## config.mk

```make
export PLATFORM = sky130hd
export DESIGN_NAME = pct_cross_unit
export DESIGN_NICKNAME = d
export VERILOG_FILES = /design/src/rtl/core/pct_pkg.sv /design/src/rtl/core/pct_cross_unit.sv
export SDC_FILE = /design/constraint.sdc
export NUM_CORES = 1
export LEC_CHECK = 0
export BUFFER_PORTS_ARGS = -buffer_cell sky130_fd_sc_hd__buf_2
export CORE_MARGIN = 1
export CORE_UTILIZATION = 45
export CTS_CLUSTER_SIZE = 20
export DETAILED_ROUTE_END_ITERATION = 10
export PLACE_DENSITY = 0.7
export SETUP_SLACK_MARGIN = 0.2
export SLEW_MARGIN = 10
export SYNTH_ARGS = -nofsm -noshare
export SYNTH_HDL_FRONTEND = slang
export SYNTH_SLANG_ARGS = --single-unit
```

## constraint.sdc

```tcl
create_clock -name clock -period 12.64 [get_ports clock]
set_input_delay 2.528 -clock clock [delete_from_list [all_inputs] [get_ports clock]]
set_output_delay 2.528 -clock clock [all_outputs]
set_load 0.01 [all_outputs]
```

## src/rtl/core/pct_pkg.sv

```systemverilog
// shared types and constants for the polyline crossing trim block
package pct_pkg;

   localparam logic [1:0] OpLeft  = 2'd0;
   localparam logic [1:0] OpRight = 2'd1;
   localparam logic [1:0] OpEval  = 2'd2;

   localparam logic [2:0] LastStep = 3'd7;

   typedef struct packed {
      logic done;
      logic hit;
   } pct_unit_rsp_type;

endpackage

```

## src/rtl/core/pct_cross_unit.sv

```systemverilog
// shared multiplier unit that runs the four orientation tests of one segment pair
module pct_cross_unit
   import pct_pkg::*;
#(
   parameter int COORD_BITS = 16
) (
   input  logic                      clock,
   input  logic                      reset,
   input  logic                      start,
   input  logic [2*COORD_BITS-1:0]   pt_a,
   input  logic [2*COORD_BITS-1:0]   pt_b,
   input  logic [2*COORD_BITS-1:0]   pt_c,
   input  logic [2*COORD_BITS-1:0]   pt_d,
   output pct_unit_rsp_type          unit_rsp
);

   localparam int PT_W = 2 * COORD_BITS;
   localparam int DW   = COORD_BITS + 1;
   localparam int PW   = 2 * DW;
   localparam int EW   = PW + 1;

   logic                   busy_ff, busy_in;
   logic [2:0]             step_ff, step_in;
   logic                   s1_vld_ff;
   logic [2:0]             s1_step_ff;
   logic signed [DW-1:0]   da_ff, da_in;
   logic signed [DW-1:0]   db_ff, db_in;
   logic                   s2_vld_ff;
   logic [2:0]             s2_step_ff;
   logic signed [PW-1:0]   prod_ff, prod_in;
   logic signed [PW-1:0]   first_ff;
   logic [3:0]             pos_ff;
   logic [3:0]             neg_ff;
   logic                   done_ff;

   logic [PT_W-1:0]        sel_p, sel_q, sel_r;
   logic signed [COORD_BITS-1:0] p_x, p_y, q_x, q_y, r_x, r_y;
   logic signed [EW-1:0]   cmp_diff;
   logic                   cmp_pos, cmp_neg;

   // operand points of the orientation test selected by the step
   always_comb begin
      unique case (step_ff[2:1])
         2'd0: begin
            sel_p = pt_a; sel_q = pt_b; sel_r = pt_c;
         end
         2'd1: begin
            sel_p = pt_a; sel_q = pt_b; sel_r = pt_d;
         end
         2'd2: begin
            sel_p = pt_c; sel_q = pt_d; sel_r = pt_a;
         end
         default: begin
            sel_p = pt_c; sel_q = pt_d; sel_r = pt_b;
         end
      endcase
   end

   assign p_x = $signed(sel_p[PT_W-1:COORD_BITS]);
   assign p_y = $signed(sel_p[COORD_BITS-1:0]);
   assign q_x = $signed(sel_q[PT_W-1:COORD_BITS]);
   assign q_y = $signed(sel_q[COORD_BITS-1:0]);
   assign r_x = $signed(sel_r[PT_W-1:COORD_BITS]);
   assign r_y = $signed(sel_r[COORD_BITS-1:0]);

   always_comb begin
      if (step_ff[0]) begin
         da_in = DW'(q_y) - DW'(p_y);
         db_in = DW'(r_x) - DW'(p_x);
      end else begin
         da_in = DW'(q_x) - DW'(p_x);
         db_in = DW'(r_y) - DW'(p_y);
      end
   end

   assign prod_in = da_ff * db_ff;

   assign cmp_diff = EW'(first_ff) - EW'(prod_ff);
   assign cmp_neg  = cmp_diff[EW-1];
   assign cmp_pos  = !cmp_diff[EW-1] && (cmp_diff != '0);

   always_comb begin
      busy_in = busy_ff;
      step_in = step_ff;
      if (start) begin
         busy_in = 1'b1;
         step_in = '0;
      end else if (busy_ff) begin
         step_in = step_ff + 3'd1;
         if (step_ff == LastStep) begin
            busy_in = 1'b0;
         end
      end
   end

   always_ff @(posedge clock) begin
      if (reset) begin
         busy_ff   <= 1'b0;
         step_ff   <= '0;
         s1_vld_ff <= 1'b0;
         s2_vld_ff <= 1'b0;
         done_ff   <= 1'b0;
      end else begin
         busy_ff   <= busy_in;
         step_ff   <= step_in;
         s1_vld_ff <= busy_ff;
         s2_vld_ff <= s1_vld_ff;
         done_ff   <= s2_vld_ff && (s2_step_ff == LastStep);
      end
   end

   always_ff @(posedge clock) begin
      s1_step_ff <= step_ff;
      da_ff      <= da_in;
      db_ff      <= db_in;
      s2_step_ff <= s1_step_ff;
      prod_ff    <= prod_in;
      if (s2_vld_ff) begin
         if (!s2_step_ff[0]) begin
            first_ff <= prod_ff;
         end else begin
            pos_ff[s2_step_ff[2:1]] <= cmp_pos;
            neg_ff[s2_step_ff[2:1]] <= cmp_neg;
         end
      end
   end

   assign unit_rsp.done = done_ff;
   assign unit_rsp.hit  = ((pos_ff[0] && neg_ff[1]) || (neg_ff[0] && pos_ff[1])) &&
                          ((pos_ff[2] && neg_ff[3]) || (neg_ff[2] && pos_ff[3]));

   a_done_follows_last: assert property (@(posedge clock) disable iff (reset)
      done_ff |-> $past(s2_vld_ff) && ($past(s2_step_ff) == LastStep))
      else $error("done without final product");

   a_start_when_idle: assert property (@(posedge clock) disable iff (reset)
      start |-> !busy_ff && !s1_vld_ff && !s2_vld_ff)
      else $error("start while unit busy");

   a_busy_feeds_pipe: assert property (@(posedge clock) disable iff (reset)
      busy_ff |=> s1_vld_ff)
      else $error("issued step lost in pipeline");

endmodule

```

-- Word-level counts from Yosys, hierarchy flattened
Index checks and enable logic that the tools add are counted.
- bits in registers: 123
- input bits: 131
- output and inout port bits: 2
- logic and storage cells: 56
- add/sub/neg operators: 6
- multiply operators: 1
- $lt $le $gt $ge: 2
- equal/unequal tests: 4
- mux-type cells: 12
- bitwise gates (word level): 1
- reductions and logical operators: 17
- operator list (cell ; number):
    $pmux W32 S3 ; 1
    $sub A16 B16 Y17 ; 4
    $mux W32 ; 2
    $reduce_bool A35 Y1 ; 1
    $sub A34 B34 Y35 ; 1
    $mul A17 B17 Y34 ; 1
    $mux W17 ; 2
    $bwmux W4 ; 2
    $logic_and A1 B1 Y1 ; 8
    $eq A3 B3 Y1 const B ; 2
    $mux W1 ; 4
    $reduce_and A2 Y1 ; 2
    $reduce_or A2 Y1 ; 2
    $add A3 B1 Y3 const B ; 1
    $lt A2 B3 Y1 const B ; 1
    $demux W1 S2 ; 1
    $eq A2 B1 Y1 const B ; 1
    $eq A2 B2 Y1 const B ; 1
    $ge A2 B1 Y1 const B ; 1
    $logic_not A2 Y1 ; 1
    $logic_or A1 B1 Y1 ; 2
    $logic_not A1 Y1 ; 1
    $not A1 Y1 ; 1

-- Longest topological paths before layout
- word-level depth: 5
- mapped depth: 26
- gate-level depth less buffers: 25

-- Worst setup path after synthesis
Ideal clock, no wire load.
- path kind: register to register
- from: reg db_ff[9]
- to: reg prod_ff[33]
- arrival time: 5.993 ns
- required time: 12.568 ns
- slack: 6.575 ns
- stages on the path, launching flop included: 26
- cell sequence: dfxtp_1 clkbuf_1 clkbuf_1 nand2_1 fa_1 inv_1 fa_1 inv_1 fa_1 inv_1 fa_1 fa_1 inv_1 fa_1 inv_1 ha_1 a211oi_1 o21bai_1 a31oi_1 o21ai_0 a31o_2 a31o_2 a211oi_1 o41ai_1 a21oi_1 xnor2_1
- longest elaborated chain between the ends: 1
- ends and longest elaborated chain (item ; RTL line ; text):
    start, declared ; pct_cross_unit.sv:27 ; logic signed [DW-1:0] db_ff, db_in;
    start signal, assigned ; pct_cross_unit.sv:115 ; db_ff <= db_in;
    $mul A17 B17 Y34 ; pct_cross_unit.sv:76 ; assign prod_in = da_ff * db_ff;
    via prod_in[33] ; pct_cross_unit.sv:30 ; logic signed [PW-1:0] prod_ff, prod_in;
    end signal, assigned ; pct_cross_unit.sv:117 ; prod_ff <= prod_in;
    end, declared ; pct_cross_unit.sv:30 ;
The timed path passes the listed nets, and every way through them passes these cells.
A chain may end at the register's enable or synchronous reset.

-- Final worst setup path
Ends and elaborated chain as after synthesis.

==> metrics.md <==
| Metric | Value |
|---|---|
| Post_cts resized | 0 |
| First-pass GRT wire length | just under 80,000 microns |
| Mapped Cells | 2,143 |
| Via count | around 15,000 |
| Site Rows | between 70 and 80 |
| Period utilisation layout | between 50 and 60% |
| Synth Warn # | 0 |
| Worst hold start | s1_step_ff[0] |
| CTS Sinks | ~120 |
| Crit end category | register |
| CP Launch Type | register |
| Critical path class | register to register |
| Reg2Reg Setup Slack | 6.00 ns |
| Number of flops mapped to enable cells by yosys | 42 |
| Leading post-synthesis cells by cell area | fa_1, ha_1, dfxtp_1 |
| Cell taking the most area after synthesis | fa_1 |
| Crit-path most repeated cell | fa_1 |
| DRT Pass-1 Iters | 5 |
| 1st-iter DRT viols | approximately 720 |
| Num CTS Buffers | 17 |
| CP Cell Sequence | nand2_1 > fa_1 > inv_1 > fa_1 > inv_1 > fa_1 > inv_1 > fa_1 > fa_1 > inv_1 > fa_1 > inv_1 > ha_1 > a211oi_1 > o21bai_1 > a31oi_1 > o21ai_0 > a31o_2 > a31o_2 > a211oi_1 > o41ai_1 > a21oi_1 > xnor2_1 |
| Post-synth ARST share | 0% |
| Syn_nets | around 2,800 |
| Final setup violation count | 0 |
| Chip width | ~210 microns |
| Synth cell types | 71 |
| CTS tree | done |
| Fillers | 4,051 |
| Post-CTS Setup Bufs | 0 |
| WHS Path Cells | 0 |
| Cell with the most instances after synthesis | inv_1 |
| Crit-path slowest cell | dfxtp_1 |
| Slew @ Worst Pin | ~1.1 ns |
| Total grt overflow | 0 |
| Most used DFF post-synth | dfxtp_1 |
| Synth Cell Area | just over 20,000 sq um |
| Post-route DRC | 0 |
| CTS clk-pin slew, worst paths | roughly 0.060 ns |
| Critical Path AT | 6.93 ns |
| CTS Hold Buffers Added | 0 |
| Nets | about 2,800 |
| Die ar. | approximately 46,000 sq um |
| RR Endpoint | prod_ff[33] |
| Worst slack, placed | around 6.1 ns |
| Clock root buffer | clkbuf_16 |
| H-tree levels | 4 |
| Run status | complete, no violations |
| Area growth syn-to-layout | 8.80% |
| R2R Path Start | db_ff[9] |
| Number of synthesized register bits | between 100 and 150 |
| Placed Area | about 21,000 sq um |
| Starting Density | a little under half |
| RSZ-0062 raised after global routing | false |
| Initial antenna violation count | 0 |
| N_diodes | 0 |
| Metal3 WL | between 2000 and 2500 microns |
| Max Fclk | 151 MHz |
| R2R depth | 23 |
| Sequential area share after synthesis | approximately 14% |
| Post-synth top cells | inv_1, fa_1, nand2_1, ha_1, and2_1 |
| DR WL/cell | roughly 16 microns |
| Share of cells above drive strength 1 | 11.5% |
| Length of routed wiring on met1 | ~21,000 microns |
| Max-slew violations | 0 |
| Top routing layer in use | met4 |
| Setup TNS | 0 ns |
| Mean Syn Cell Area | roughly 9.4 sq um |
| Largest net degree at the start of global routing | 73 |
| Worst-Skew Late Latency | 0.43 ns |
| Max incr delay on CP | around 0.74 ns |
| Port Buffers | between 100 and 150 |
| I/O Pins | about 130 |
| Min-delay worst type | register to register |
| Final Cell Area | around 22,000 sq um |
| GRT Util Overall | between 20% and 30% |
| ANT nets after route | 0 |
| Clk buf depth | 2 |
| Hold Vio Cnt, Final | 0 |
| Share of the synthesized area in the top cell type | between 20% and 30% |
| Max_slew headroom | between 20 and 30% |
| CP max FO | 17 |
| Total wire length | around 46,000 microns |
| Vias in the first global route | between 15,000 and 20,000 |
| Die Span Y | around 210 microns |
| Clock skew | around 0.0088 ns |
| Met2 wire len | ~23,000 microns |
| RePlAce Congestion | 0.883 |
| Vias per cell | roughly 5.3 |
| End of the worst hold path | s2_step_ff[0] |
| Dpl hpwl | roughly 39,000 microns |
| Core area | about 44,000 sq um |
| Final setup margin | approximately 6.0 ns |
| CP required | roughly 13 ns |
| Max-Cap Viols | 0 |
| Final critical-path required period | around 6.6 ns |
per-stage QoR:
step | util, % | hold WS [ns] | instances
after floorplan | - | 0.310 | 2143
after global placement | 48.4 | 0.316 | 2805
after detailed placement | 48.4 | 0.314 | 2805
after CTS | 49.7 | 0.328 | 2837
after global routing | 49.7 | 0.346 | 2837
final | 49.7 | 0.329 | 2837
placed cells by master (no fill, tap or decap), types with 17 or more instances in the layout:
cell,Yosys,routed
inv_1,380,380
fa_1,301,301
nand2_1,196,196
ha_1,185,185
and2_1,135,135
buf_2,0,132
a21oi_1,85,85
dfxtp_1,81,79
nor2_1,75,75
xnor2_1,71,71
o21ai_0,48,48
mux2i_1,46,46
edfxtp_1,42,42
a21o_1,37,37
nor3_1,36,36
mux4_2,32,32
mux2_2,31,31
xor2_1,27,27
nand3_1,27,27
nand2b_1,23,23
a31oi_1,18,18
nor2b_1,18,17
a211oi_1,17,17
clkbuf_16,0,17
routing by layer:
layer	vias up	GRT usage, %
met4	0	6.02
met5	-	0
met1	7380	27.4
met2	396	36.4
met3	61	2.83
li1	7199	-
worst max-delay path: cells and delay by family, from the launching register on:
kind | cells | cell delay [ns]
flip-flops | 1 | 0.74
AO/OA/AOI/OAI | 9 | 1.90
buffers and inverters | 5 | 0.26
adder cells (fa/ha/maj) | 7 | 3.32
AND/OR/NAND/NOR | 1 | 0.18
XOR/XNOR | 1 | 0.09
cell families after synthesis:
family                     after synthesis  synth area share, %
muxes                                  109                 7.57
buffers and inverters                  447                 8.32
and+or+nand+nor                        568                 13.9
AOI/OAI and AO/OA                      312                 10.4
DFF                                    123                 14.3
xor gates and xnor gates                98                 4.25
adders and majority gates              486                 41.3
how the worst max path moves through the flow:
| stage | startpoint | endpoint | slack (ns) |
|---|---|---|---|
| 6_report | db_ff[9] | prod_ff[33] | 6.00 |
| 2_1_floorplan | db_ff[9] | prod_ff[33] | 6.57 |
| 5_1_grt | db_ff[8] | prod_ff[33] | 5.62 |
| 4_1_cts | db_ff[8] | prod_ff[33] | 6.04 |
| 3_5_place_dp | db_ff[8] | prod_ff[33] | 6.06 |
| 3_3_place_gp | db_ff[8] | prod_ff[33] | 6.28 |
area by class of cell:
class                   count  area, sq um  area share [%]
repair buffers            137          698            3.18
clock buffers              17          425            1.93
clock inverters            15          163           0.740
flip-flops and latches    123         2890            13.1
well taps                 592          741            3.37
inverters                 380         1430            6.49
multi-input cells        1573        15600            71.2
registers in the layout (all words and copies together) (netlist names), 3 cells and up:
register and count:
first_ff 34, prod_ff 34, da_ff 17, db_ff 17
neg_ff 4, pos_ff 4, s1_step_ff 3, s2_step_ff 3
step_ff 3
Power is left out: the tool's default activity adds up to more than one toggle a clock period on the data nets, which glitch-free logic cannot reach.
